[src/design/pps_pkg.sv]
`timescale 1ns / 1ps
`default_nettype none
// ----------------------------------------------------------------------------
// pps_pkg
// Shared types and constants of the preemptive priority scheduler.
// ----------------------------------------------------------------------------
package pps_pkg;
	localparam int TASKS_DEF = 16;
	localparam int TW = 21;
	localparam logic [TW-1:0] TIME_MAX = 21'h1FFFFF;

	typedef enum logic [1:0] {
		ST_SEGMENT = 2'd0,
		ST_ORDER   = 2'd1,
		ST_FULL    = 2'd2
	} status_t;

	// Candidate travelling along the selection chain.
	typedef struct packed {
		logic        valid;
		logic [7:0]  prio;
		logic [15:0] arrival;
		logic [3:0]  id;
		logic [6:0]  slot;
	} cand_t;

	typedef enum logic [2:0] {
		S_IDLE,
		S_SCAN,
		S_DECIDE,
		S_EMIT,
		S_INSERT,
		S_RESULT
	} state_t;

	// True when candidate a ranks strictly above b (earlier arrival, then lower id, then lower slot breaks priority ties).
	function automatic logic ranks_above(input cand_t a, input cand_t b);
		logic r;
		if (!b.valid) r = a.valid;
		else if (!a.valid) r = 1'b0;
		else if (a.prio != b.prio) r = a.prio > b.prio;
		else if (a.arrival != b.arrival) r = a.arrival < b.arrival;
		else if (a.id != b.id) r = a.id < b.id;
		else r = a.slot < b.slot;
		return r;
	endfunction
endpackage
`default_nettype wire

[src/design/preemptive_priority_scheduler.sv]
`timescale 1ns / 1ps
`default_nettype none
// Sequence: with nothing running, an accepted item first waits for a chain scan; each
// task it retires costs an emit, a rescan of the chain and a pick of the next task. An
// arrival that is not rejected then inserts, and the final result is released before s_tready returns.
// Throughput: one item at a time; the registered ranking chain and output stalls set it.
// Reset: arst_n clears the table, time, the running task and both result registers.
// ----------------------------------------------------------------------------
// preemptive_priority_scheduler
// Event-driven preemptive priority scheduler built on a chain of task cells.
// ----------------------------------------------------------------------------
module preemptive_priority_scheduler import pps_pkg::*; #(
	parameter int TASKS = TASKS_DEF
) (
	input  wire logic        clk,
	input  wire logic        arst_n,
	input  wire logic        s_tvalid,
	output logic             s_tready,
	// tdata: task_id[3:0], arr_time[19:4], svc_time[35:20],
	// priority_req[43:36], zero fill
	input  wire logic [47:0] s_tdata,
	// tuser: kind
	input  wire logic        s_tuser,
	output logic             m_tvalid,
	input  wire logic        m_tready,
	// tdata: seg_task_id[3:0], seg_arrival[19:4], remaining_at_start[35:20],
	// seg_start[56:36], seg_end[77:57], completed[78], status[80:79], zero fill
	output logic [87:0]      m_tdata,
	output logic             m_tlast
);
	localparam int SW = $clog2(TASKS);
	localparam int CW = $clog2(TASKS + 1);

	state_t state_q, state_d;
	logic        kind_q;
	logic [3:0]  in_id_q;
	logic [15:0] in_arr_q, in_svc_q;
	logic [7:0]  in_prio_q;
	logic [TW-1:0] cur_q, seg_q;
	logic [15:0] latest_q;
	logic        run_v_q;
	logic [SW-1:0] run_q;
	logic [CW-1:0] cnt_q;
	logic        out_v_q;
	logic [87:0] out_q;
	logic        out_last_q;
	logic        pend_v_q;
	logic [87:0] pend_q;

	cand_t chain [TASKS+1];
	logic [TASKS-1:0] c_valid;
	logic [15:0] c_rem [TASKS];
	logic [15:0] c_arr [TASKS];
	logic [3:0]  c_id  [TASKS];
	logic [7:0]  c_prio [TASKS];
	logic [TASKS-1:0] wr_en, rem_en, clr_en, skip;
	logic [15:0] rem_value;

	assign chain[0] = '0;

	for (genvar g = 0; g < TASKS; g++) begin : g_cell
		pps_cell #(.SLOT(g)) u_cell (
			.clk(clk), .arst_n(arst_n),
			.wr_en(wr_en[g]), .wr_id(in_id_q), .wr_arrival(in_arr_q),
			.wr_remaining(in_svc_q), .wr_prio(in_prio_q),
			.rem_en(rem_en[g]), .rem_value(rem_value), .clr_en(clr_en[g]),
			.skip(skip[g]), .cand_in(chain[g]), .cand_out(chain[g+1]),
			.valid(c_valid[g]), .remaining(c_rem[g]), .arrival(c_arr[g]),
			.id(c_id[g]), .prio(c_prio[g])
		);
		assign skip[g] = run_v_q && (run_q == SW'(g));
	end

	// Finish time of the running task, saturated.
	logic [TW:0] finish_w;
	logic [TW-1:0] finish;
	assign finish_w = {1'b0, seg_q} + (TW+1)'(c_rem[run_q]);
	assign finish = finish_w[TW] ? TIME_MAX : finish_w[TW-1:0];

	logic [TW-1:0] t_w;
	assign t_w = TW'(in_arr_q);

	logic free_any;
	logic [SW-1:0] free_slot;
	always_comb begin
		free_any = 1'b0;
		free_slot = '0;
		for (int i = TASKS - 1; i >= 0; i--) begin
			if (!c_valid[i]) begin
				free_any = 1'b1;
				free_slot = SW'(i);
			end
		end
	end

	function automatic logic [87:0] pack(input logic [3:0] id, input logic [15:0] arr,
		input logic [15:0] rem, input logic [TW-1:0] st, input logic [TW-1:0] en,
		input logic done, input status_t stat);
		return {7'd0, stat, done, en, st, rem, arr, id};
	endfunction

	// Each new result waits in a holding register until the next one, or the end of
	// the item, shows whether it is the last of its transaction run.
	logic emit;
	logic [87:0] emit_data;
	logic do_complete, do_preempt, do_insert, do_flush;
	logic reject, room, push_ok, pick;
	logic [TW-1:0] elapsed;
	assign elapsed = cur_q - seg_q;
	assign reject = !kind_q && (in_arr_q < latest_q);
	assign room = !out_v_q || m_tready;
	assign push_ok = !pend_v_q || room;

	assign s_tready = (state_q == S_IDLE);

	always_comb begin
		state_d = state_q;
		emit = 1'b0; emit_data = '0;
		wr_en = '0; rem_en = '0; clr_en = '0; rem_value = '0;
		do_complete = 1'b0; do_preempt = 1'b0; do_insert = 1'b0; do_flush = 1'b0;
		unique case (state_q)
			S_IDLE: begin
				// A first scan is needed only when nothing runs.
				if (s_tvalid) state_d = run_v_q ? S_DECIDE : S_SCAN;
			end
			S_SCAN: begin
				if (cnt_q == CW'(TASKS)) state_d = S_DECIDE;
			end
			S_DECIDE: begin
				if (reject) begin
					if (push_ok) begin
						emit = 1'b1;
						emit_data = pack('0, '0, '0, '0, '0, 1'b0, ST_ORDER);
						state_d = S_RESULT;
					end
				end else if (!run_v_q) begin
					if (chain[TASKS].valid) state_d = S_DECIDE;
					else if (kind_q) state_d = S_RESULT;
					else state_d = S_INSERT;
				end else if (kind_q || finish <= t_w) begin
					if (push_ok) begin
						do_complete = 1'b1;
						emit = 1'b1;
						emit_data = pack(c_id[run_q], c_arr[run_q], c_rem[run_q], seg_q,
							finish, 1'b1, ST_SEGMENT);
						clr_en[run_q] = 1'b1;
						state_d = S_SCAN;
					end
				end else begin
					state_d = S_INSERT;
				end
			end
			S_INSERT: begin
				if (push_ok) begin
					state_d = S_RESULT;
					if (!free_any) begin
						emit = 1'b1;
						emit_data = pack('0, '0, '0, '0, '0, 1'b0, ST_FULL);
					end else begin
						do_insert = 1'b1;
						wr_en[free_slot] = 1'b1;
						if (run_v_q && in_prio_q > c_prio[run_q]) begin
							do_preempt = 1'b1;
							if (elapsed != '0) begin
								emit = 1'b1;
								emit_data = pack(c_id[run_q], c_arr[run_q], c_rem[run_q],
									seg_q, cur_q, 1'b0, ST_SEGMENT);
								rem_en[run_q] = 1'b1;
								rem_value = c_rem[run_q] - elapsed[15:0];
							end
						end
					end
				end
			end
			S_RESULT: begin
				if (!pend_v_q) begin
					state_d = S_IDLE;
				end else if (room) begin
					do_flush = 1'b1;
					state_d = S_IDLE;
				end
			end
			default: state_d = S_IDLE;
		endcase
	end

	// When the scan ends without a running task, pick the chain winner.
	assign pick = (state_q == S_DECIDE) && !run_v_q && chain[TASKS].valid && !reject;

	always_ff @(posedge clk or negedge arst_n) begin
		if (!arst_n) begin
			state_q <= S_IDLE;
			cur_q <= '0; seg_q <= '0; latest_q <= '0;
			run_v_q <= 1'b0; run_q <= '0; cnt_q <= '0;
			out_v_q <= 1'b0; out_last_q <= 1'b0; pend_v_q <= 1'b0;
		end else begin
			state_q <= state_d;
			if (state_q == S_IDLE && s_tvalid) begin
				cnt_q <= '0;
				if (!s_tuser && s_tdata[19:4] >= latest_q) latest_q <= s_tdata[19:4];
			end
			if (state_q == S_SCAN) cnt_q <= cnt_q + CW'(1);
			if (pick) begin
				run_v_q <= 1'b1;
				run_q <= SW'(chain[TASKS].slot);
				seg_q <= cur_q;
			end
			if (do_complete) begin
				run_v_q <= 1'b0;
				cur_q <= finish;
				cnt_q <= '0;
			end
			if (state_q == S_DECIDE && state_d == S_INSERT && cur_q < t_w) cur_q <= t_w;
			if (do_insert && (!run_v_q || do_preempt)) begin
				run_v_q <= 1'b1;
				run_q <= free_slot;
				seg_q <= cur_q;
			end
			if (emit) begin
				if (pend_v_q) begin
					out_v_q <= 1'b1;
					out_last_q <= 1'b0;
				end else if (m_tvalid && m_tready) begin
					out_v_q <= 1'b0;
				end
				pend_v_q <= 1'b1;
			end else if (do_flush) begin
				out_v_q <= 1'b1;
				out_last_q <= 1'b1;
				pend_v_q <= 1'b0;
			end else if (m_tvalid && m_tready) begin
				out_v_q <= 1'b0;
			end
		end
	end

	always_ff @(posedge clk) begin
		if (state_q == S_IDLE && s_tvalid) begin
			kind_q    <= s_tuser;
			in_id_q   <= s_tdata[3:0];
			in_arr_q  <= s_tdata[19:4];
			in_svc_q  <= s_tdata[35:20];
			in_prio_q <= s_tdata[43:36];
		end
		if ((emit && pend_v_q) || do_flush) out_q <= pend_q;
		if (emit) pend_q <= emit_data;
	end

	assign m_tvalid = out_v_q;
	assign m_tdata  = out_q;
	assign m_tlast  = out_last_q;
endmodule
`default_nettype wire

[src/design/pps_cell.sv]
`timescale 1ns / 1ps
`default_nettype none
// ----------------------------------------------------------------------------
// pps_cell
// One task slot: holds its entry and passes the better candidate onward.
// ----------------------------------------------------------------------------
module pps_cell import pps_pkg::*; #(
	parameter int SLOT = 0
) (
	input  wire logic        clk,
	input  wire logic        arst_n,
	input  wire logic        wr_en,
	input  wire logic [3:0]  wr_id,
	input  wire logic [15:0] wr_arrival,
	input  wire logic [15:0] wr_remaining,
	input  wire logic [7:0]  wr_prio,
	input  wire logic        rem_en,
	input  wire logic [15:0] rem_value,
	input  wire logic        clr_en,
	input  wire logic        skip,
	input  wire cand_t       cand_in,
	output cand_t            cand_out,
	output logic             valid,
	output logic [15:0]      remaining,
	output logic [15:0]      arrival,
	output logic [3:0]       id,
	output logic [7:0]       prio
);
	logic        valid_q;
	logic [3:0]  id_q;
	logic [15:0] arr_q;
	logic [15:0] rem_q;
	logic [7:0]  prio_q;
	cand_t       mine;

	always_ff @(posedge clk or negedge arst_n) begin
		if (!arst_n) begin
			valid_q <= 1'b0;
		end else if (wr_en) begin
			valid_q <= 1'b1;
		end else if (clr_en) begin
			valid_q <= 1'b0;
		end
	end

	always_ff @(posedge clk) begin
		if (wr_en) begin
			id_q   <= wr_id;
			arr_q  <= wr_arrival;
			rem_q  <= wr_remaining;
			prio_q <= wr_prio;
		end else if (rem_en) begin
			rem_q <= rem_value;
		end
	end

	always_comb begin
		mine.valid   = valid_q && !skip;
		mine.prio    = prio_q;
		mine.arrival = arr_q;
		mine.id      = id_q;
		mine.slot    = 7'(SLOT);
	end

	// The chain is registered per cell, so a full pass moves through each slot's register in turn.
	always_ff @(posedge clk) begin
		cand_out <= ranks_above(mine, cand_in) ? mine : cand_in;
	end

	assign valid     = valid_q;
	assign remaining = rem_q;
	assign arrival   = arr_q;
	assign id        = id_q;
	assign prio      = prio_q;
endmodule
`default_nettype wire

[config.mk]
export PLATFORM = sky130hd
export DESIGN_NAME = preemptive_priority_scheduler
export DESIGN_NICKNAME = d
export VERILOG_FILES = /design/src/design/pps_pkg.sv /design/src/design/preemptive_priority_scheduler.sv /design/src/design/pps_cell.sv
export SDC_FILE = /design/constraint.sdc
export NUM_CORES = 2
export LEC_CHECK = 0
export BUFFER_PORTS_ARGS = -buffer_cell sky130_fd_sc_hd__buf_2
export CAP_MARGIN = 10
export CELL_PAD_IN_SITES_DETAIL_PLACEMENT = 1
export CELL_PAD_IN_SITES_GLOBAL_PLACEMENT = 2
export CORE_MARGIN = 8
export CORE_UTILIZATION = 46
export DETAILED_ROUTE_END_ITERATION = 16
export GPL_TIMING_DRIVEN = 0
export HOLD_SLACK_MARGIN = 0.02
export PLACE_DENSITY = 0.83
export RECOVER_POWER = 100
export SLEW_MARGIN = 20
export SYNTH_ARGS = -nofsm -noshare
export SYNTH_HDL_FRONTEND = slang
export SYNTH_HIERARCHICAL = 1
export SYNTH_SLANG_ARGS = --single-unit
[constraint.sdc]
create_clock -name clk -period 11.5 [get_ports clk]
set_input_delay 2.3 -clock clk [delete_from_list [all_inputs] [get_ports clk]]
set_output_delay 2.3 -clock clk [all_outputs]
set_load 0.02 [all_outputs]
== Word-level counts from Yosys, hierarchy flattened ==
Cells that the tools add are included.
Storage, ports and cells
  flip-flop bits (word level): 1500
  bits of input ports: 53
  output and inout port bits: 91
  word-level logic and storage cells: 716
Cells by class
  $add $sub $neg: 4
  magnitude comparators: 69
  equality and inequality tests: 67
  multiplexer cells: 287
  bitwise operators: 1
  reductions and logical operators: 115
Operator list (count)
  $mux W16: 54
  $mux W36: 16
  $lt A16 B16 Y1: 16
  $ne A16 B16 Y1: 15
  $mux W79: 3
  $pmux W88 S2: 1
  $mux W81: 2
  $mux W1: 158
  $mux W78: 2
  $bmux W16 S4: 2
  $gt A8 B8 Y1: 16
  $ne A8 B8 Y1: 15
  $mux W21: 5
  $mux W88: 1
  $mux W4: 20
  $mux W80: 1
  $reduce_bool A2 Y1: 35
  $lt A4 B4 Y1: 15
  $ne A4 B4 Y1: 15
  $logic_and A1 B1 Y1: 46
  $bmux W8 S4: 1
  $eq A4 B4 Y1 const B: 8
  $mux W3: 10
  $lt A4 B4 Y1 const A: 7
  38 further kinds: 79

== Longest topological paths before layout ==
  depth in word-level cells: 24
  mapped depth: 29
  mapped depth without buffers: 24

== Cells and area by module ==
Netlist, hierarchy kept.
By module, submodules not included
  preemptive_priority_scheduler: instances 1, cells each 1618, area each 20333.3 µm², seq. area each 8067.7 µm²
  pps_cell (g_cell[13].u_cell ...): instances 3, cells each 245, area each 3538.4 µm², seq. area each 2067.0 µm²
  pps_cell (g_cell[14].u_cell ...): instances 2, cells each 245, area each 3539.6 µm², seq. area each 2067.0 µm²
  pps_cell (g_cell[15].u_cell): instances 1, cells each 420, area each 4420.5 µm², seq. area each 2067.0 µm²
  pps_cell (g_cell[1].u_cell): instances 1, cells each 252, area each 3565.9 µm², seq. area each 2067.0 µm²
  pps_cell (g_cell[7].u_cell): instances 1, cells each 250, area each 3565.9 µm², seq. area each 2067.0 µm²
  pps_cell (g_cell[11].u_cell): instances 1, cells each 243, area each 3547.2 µm², seq. area each 2067.0 µm²
  pps_cell (g_cell[6].u_cell): instances 1, cells each 243, area each 3539.6 µm², seq. area each 2067.0 µm²
  pps_cell (g_cell[0].u_cell): instances 1, cells each 247, area each 3537.1 µm², seq. area each 2067.0 µm²
  pps_cell (g_cell[12].u_cell): instances 1, cells each 247, area each 3532.1 µm², seq. area each 2067.0 µm²
  pps_cell (g_cell[2].u_cell): instances 1, cells each 248, area each 3532.1 µm², seq. area each 2067.0 µm²
  pps_cell (g_cell[8].u_cell): instances 1, cells each 244, area each 3524.6 µm², seq. area each 2067.0 µm²
  pps_cell (g_cell[3].u_cell): instances 1, cells each 243, area each 3443.3 µm², seq. area each 2067.0 µm²
  pps_cell (g_cell[10].u_cell): instances 1, cells each 248, area each 3434.5 µm², seq. area each 2067.0 µm²

== Least setup slack after synthesis ==
OpenSTA, ideal clock, no wires.
  path kind: register to register
  start point: reg run_q[0]
  end point: reg out_q[0], in the netlist m_tdata[0], enable pin
  setup time: 0.445 ns
  arrival time: 10.076 ns
  data required time: 11.055 ns
  setup slack: 0.978 ns
  cell stages (with the launch flop): 26
  buffers on the path: 3
  clock period less this slack: 10.522 ns
  cells stage by stage: dfrtp_1 -> clkbuf_1 -> clkbuf_1 -> buf_1 -> mux4_2 -> mux4_2 -> ha_1 -> fa_1 -> a211oi_2 -> o211ai_2 -> a41oi_2 -> nand2b_1 -> or2b_1 -> a21oi_1 -> xor2_1 -> nand2_1 -> ha_1 -> a21o_1 -> a211oi_1 -> o21ai_0 -> o21ai_0 -> nand4_2 -> nor2b_4 -> o31ai_1 -> nand3b_1 -> o21a_1
Between the ends
  cells in the longest elaborated chain, start to end: 14
  elaborated cells on any way between the ends: 22
  those cells by class: 1 x add/sub; 2 x order compare; 14 x mux; 1 x bitwise; 4 x reduce/logical
Ends and longest elaborated chain
  from (decl): RTL line preemptive_priority_scheduler.sv:42  | logic [SW-1:0] run_q;
  from (signal assigned): RTL line preemptive_priority_scheduler.sv:205  | run_q <= SW'(chain[TASKS].slot);
  from (signal assigned): RTL line preemptive_priority_scheduler.sv:216  | run_q <= free_slot;
  $not A4 Y5 (not written as such) (*): RTL line preemptive_priority_scheduler.sv:77, preemptive_priority_scheduler.sv:162
  $bmux W16 S4: RTL line preemptive_priority_scheduler.sv:77  | assign finish_w = {1'b0, seg_q} + (TW+1)'(c_rem[run_q]);
  $mux W16 (not written as such) (2 in series): RTL line preemptive_priority_scheduler.sv:77
  $add A21 B16 Y22: RTL line preemptive_priority_scheduler.sv:77
  $mux W21: RTL line preemptive_priority_scheduler.sv:78  | assign finish = finish_w[TW] ? TIME_MAX : finish_w[TW-1:0];
  $le A21 B16 Y1: RTL line preemptive_priority_scheduler.sv:140  | end else if (kind_q || finish <= t_w) begin
  $logic_or A1 B1 Y1: RTL line preemptive_priority_scheduler.sv:140
  $mux W1: RTL line preemptive_priority_scheduler.sv:140
  $mux W1: RTL line preemptive_priority_scheduler.sv:136  | end else if (!run_v_q) begin
  $mux W1: RTL line preemptive_priority_scheduler.sv:130  | if (reject) begin
  $pmux W1 S2 (*): RTL line preemptive_priority_scheduler.sv:121  | unique case (state_q)
  named net emit: RTL line preemptive_priority_scheduler.sv:104  | logic emit;
  $logic_and A1 B1 Y1 (*): RTL line preemptive_priority_scheduler.sv:245  | if ((emit && pend_v_q) || do_flush) out_q <= pend_q;
  $logic_or A1 B1 Y1 (*): RTL line preemptive_priority_scheduler.sv:245
  to (signal assigned): RTL line preemptive_priority_scheduler.sv:245
  to (decl): RTL line preemptive_priority_scheduler.sv:45  | logic [87:0] out_q;
The timed path passes the listed nets; every way through them passes the cells marked *. The select of a mux whose other input is x is not followed.
A chain may end at the register's enable or synchronous reset.

== Final worst setup path ==
  start point: reg run_q[1]
  end point: reg cur_q[4]
Between the ends
  cells in the longest elaborated chain, start to end: 16
  elaborated cells on any way between the ends: 22
  those cells by class: 1 x add/sub; 1 x order compare; 1 x eq/ne; 14 x mux; 1 x bitwise; 4 x reduce/logical
Ends and longest elaborated chain
  $not A4 Y5 (not written as such) (*): RTL line preemptive_priority_scheduler.sv:77
  $bmux W16 S4 (*): RTL line preemptive_priority_scheduler.sv:77
  $mux W16 (not written as such) (*) (2 in series): RTL line preemptive_priority_scheduler.sv:77
  $add A21 B16 Y22 (*): RTL line preemptive_priority_scheduler.sv:77
  $mux W21 (*): RTL line preemptive_priority_scheduler.sv:78
  $le A21 B16 Y1: RTL line preemptive_priority_scheduler.sv:140
  $logic_or A1 B1 Y1: RTL line preemptive_priority_scheduler.sv:140
  $mux W3: RTL line preemptive_priority_scheduler.sv:140
  $mux W3: RTL line preemptive_priority_scheduler.sv:136
  $mux W3: RTL line preemptive_priority_scheduler.sv:130
  $pmux W3 S5: RTL line preemptive_priority_scheduler.sv:121
  $eq A3 B3 Y1: RTL line preemptive_priority_scheduler.sv:213  | if (state_q == S_DECIDE && state_d == S_INSERT && cur_q < t_w) cur_q <= t_w;
  $logic_and A1 B1 Y1 (2 in series): RTL line preemptive_priority_scheduler.sv:213
  $mux W21 or $reduce_bool A2 Y1 (tied branches)
  to (signal assigned): RTL line preemptive_priority_scheduler.sv:210  | cur_q <= finish;
  to (signal assigned): RTL line preemptive_priority_scheduler.sv:213
  to (decl): RTL line preemptive_priority_scheduler.sv:39  | logic [TW-1:0] cur_q, seg_q;
Mark *: on every way between the ends. The rest lies on a longest branch, timed or not. The select of a mux whose other input is x is not followed.

==> flow_summary.yaml <==
power_and_ir_drop:
  p_per_area_nw_per_um2: 269
  p_leak_nw: 33.7
  power_w: 0.0224
  ir_drop_uv: 178
floorplan:
  fp.coreArea_sq_um: 164000
  die_w_microns: 422
  die_h_microns: 422
  die-area_sq_um: 178000
  ios: 144
  initial_utilization_pct: 46.1
  rows: 149
clock_network:
  clock-sinks: 1546
  cts_tree: "yes"
  ctsHoldBuffers: 0
  clk_latency_ps: 810
  htree_levels: 4
  cts_resized: 0
  cts_setup_buffers: 0
  cts_buffers: 169
  clock_path_buffers: 3
  root_buffer: "clkbuf_16"
  clk_pin_slew_worst_paths_ps: 60
placed_design:
  io_buffers: 132
  postPlaceCellArea_sq_um: 80300
  hpwl_mm: 170
  globalplace.congestion: 0.908
global_route:
  grt_pass1_wl_mm: 333
  grt_max_degree: 68
  overflow: 0
  antenna_found_initial: 5
  grt_pass1_vias: 50800
  grt_use_total_pct: 24.8
worst_setup_path:
  critical_path_required_ps: 12150
  slowest_stage: "clkbuf_1"
  crit_type: "reg -> reg"
  critPathBufInv: 5
  rrSetupSlack_ps: 970
  cp-start-kind: "register"
  critPathCaptureType: "register"
  r2r_cells: 26
  cpPeakStageDelay_ps: 890
  path_delay_family: "buffers and inverters"
  cpMostUsedCell: "clkbuf_1"
  r2r-start: "run_q[1]$_DFFE_PN0P_"
  timing.rr.end: "cur_q[4]$_DFFE_PN0P_"
  path_max_fanout: 10
  cp_data_arrival_time_ps: 11180
min_path:
  holdPathStages: 1
  hp-start: "g_cell[0].u_cell/cand_out[0]$_SDFF_PP0_"
  whs_endpoint: "g_cell[1].u_cell/cand_out[0]$_SDFF_PP1_"
  worstHoldPathType: "reg -> reg"
routing:
  vias: 47100
  drc_errors: 0
  vias_per_cell: 5.70
  drt_first_iter_violations: 3821
  drt_pass1_iterations: 5
  ant_nets: 0
  wl_mm: 225
  wl_per_cell_microns: 27.3
synth:
  synthCells: 5491
  yosysWarningCount: 6
  netlist_area_sq_um: 75700
  synth_area_per_cell_sq_um: 13.8
sta:
  fin_setup_tns_ps: 0
  hold_viol_final: 0
  post-route-period-util_pct: 91.6
  slew_violations: 531
  period_minus_slack_ps: 10530
  rsz0062_at_grt: "false"
  slew_headroom_pct: -169
  fmax_ghz: 0.0949
  skew_ps: 29.7
  whs_ps: 408
  setup_violations: 0
  worst_pin_slew_ps: 4040
outcome:
  status: "finished, violations left"
  violations: "capacitance limit, slew limit"
final_layout:
  drive_gt1_share_pct: 16.8
  syn2layout_area_growth_pct: 10.1
  design_area_sq_um: 83400
  fill_cells: 16500
  finalNetCount: 6540
flow_run:
  cap_violations: 33
-- worst register-to-register path, delay by kind of cell, from the launching register on --
kind                       cells  cell delay (ps)
muxes                          4             1440
xor gates and xnor gates       1              320
adders and majority gates      3             1110
AOI/OAI and AO/OA              9             2810
DFF                            1              320
buffers and inverters          5             3520
and+or+nand+nor                4              880
-- cell usage in the layout (no fill, tap or decap), drive strengths merged, types with 40 or more instances in the layout --
cell / n
inv: 580
nor2: 178
dfxtp: 545
clkbuf: 537
a21o: 96
a21oi: 192
edfxtp: 911
dfrtp: 90
mux2: 696
nor2b: 89
ha: 571
nand3: 49
nand4: 111
nor3: 57
and2: 71
o211ai: 40
mux4: 220
buf: 60
nand2: 148
conb: 79
clkinv: 49
o21ai: 131
nand2b: 88
-- flip-flops by register name (all words and copies together) (netlist names), 3 cells and up --
name                     count
in_arr_q                    16
run_q                        4
pend_q                      81
g_cell.u_cell/valid         16
g_cell.u_cell/remaining    256
g_cell.u_cell/arrival      256
in_prio_q                    8
g_cell.u_cell/cand_out     545
g_cell.u_cell/id            64
g_cell.u_cell/prio         128
cur_q                       21
m_tdata                     81
in_svc_q                    16
seg_q                       21
latest_q                    16
state_q                      3
cnt_q                        5
in_id_q                      4
-- worst max path at each step --
stage | depth (start not counted) | startpoint | end | slack (ps)
after detailed placement | 26 | run_q[1]$_DFFE_PN0P_ | m_tdata[29]$_DFFE_PP_ | 1560
final | 26 | run_q[1]$_DFFE_PN0P_ | cur_q[4]$_DFFE_PN0P_ | 970
after CTS | 26 | run_q[0]$_DFFE_PN0P_ | m_tdata[40]$_DFFE_PP_ | 1460
after global routing | 28 | run_q[0]$_DFFE_PN0P_ | g_cell[15].u_cell/valid$_DFFE_PN0P_ | 490
after floorplan | 25 | run_q[0]$_DFFE_PN0P_ | m_tdata[0]$_DFFE_PP_ | 980
after global placement | 25 | run_q[0]$_DFFE_PN0P_ | m_tdata[0]$_DFFE_PP_ | -4120
-- report_power, final --
group	switching (W)	leakage, nW	internal [W]	total, W
Clock	0.00228	2.72	0.00317	0.00546
Combinational	0.00505	16.6	0.00358	0.00864
Sequential	0.00100	14.4	0.00732	0.00832
-- final cells by class --
| type | instances | area [sq um] | share of cell area, % |
|---|---|---|---|
| Antenna cell | 4 | 10.0 | 0.0120 |
| Timing Repair Buffer | 173 | 751 | 0.900 |
| Clock buffer | 243 | 4910 | 5.89 |
| Sequential cell | 1546 | 40500 | 48.6 |
| Multi-Input combinational cell | 3268 | 30900 | 37.1 |
| Buffer | 181 | 742 | 0.890 |
| Inverter | 574 | 2160 | 2.59 |
| Tap cell | 2189 | 2740 | 3.28 |
| Clock inverter | 72 | 632 | 0.758 |
-- through the flow --
| stage | worst slack [ps] | utilization [%] | std cells |
|---|---|---|---|
| 5_1_grt | 491 | 50.8 | 8246 |
| 4_1_cts | 1460 | 52.2 | 8246 |
| 2_1_floorplan | 978 | - | 5569 |
| 6_report | 967 | 50.8 | 8250 |
| 3_5_place_dp | 1560 | 48.9 | 7931 |
| 3_3_place_gp | -4120 | 48.3 | 7890 |
-- layer usage --
metal  track usage, %  vias to the layer above  share of wire (%)
met2             38.8                     1391                 45
met5                0                        -                  0
met4             9.72                        0                4.1
li1                 -                    21200                  -
met1             34.2                    24100                 45
met3             4.55                      395                6.3
No activity file was read; power rests on OpenSTA's default activity.
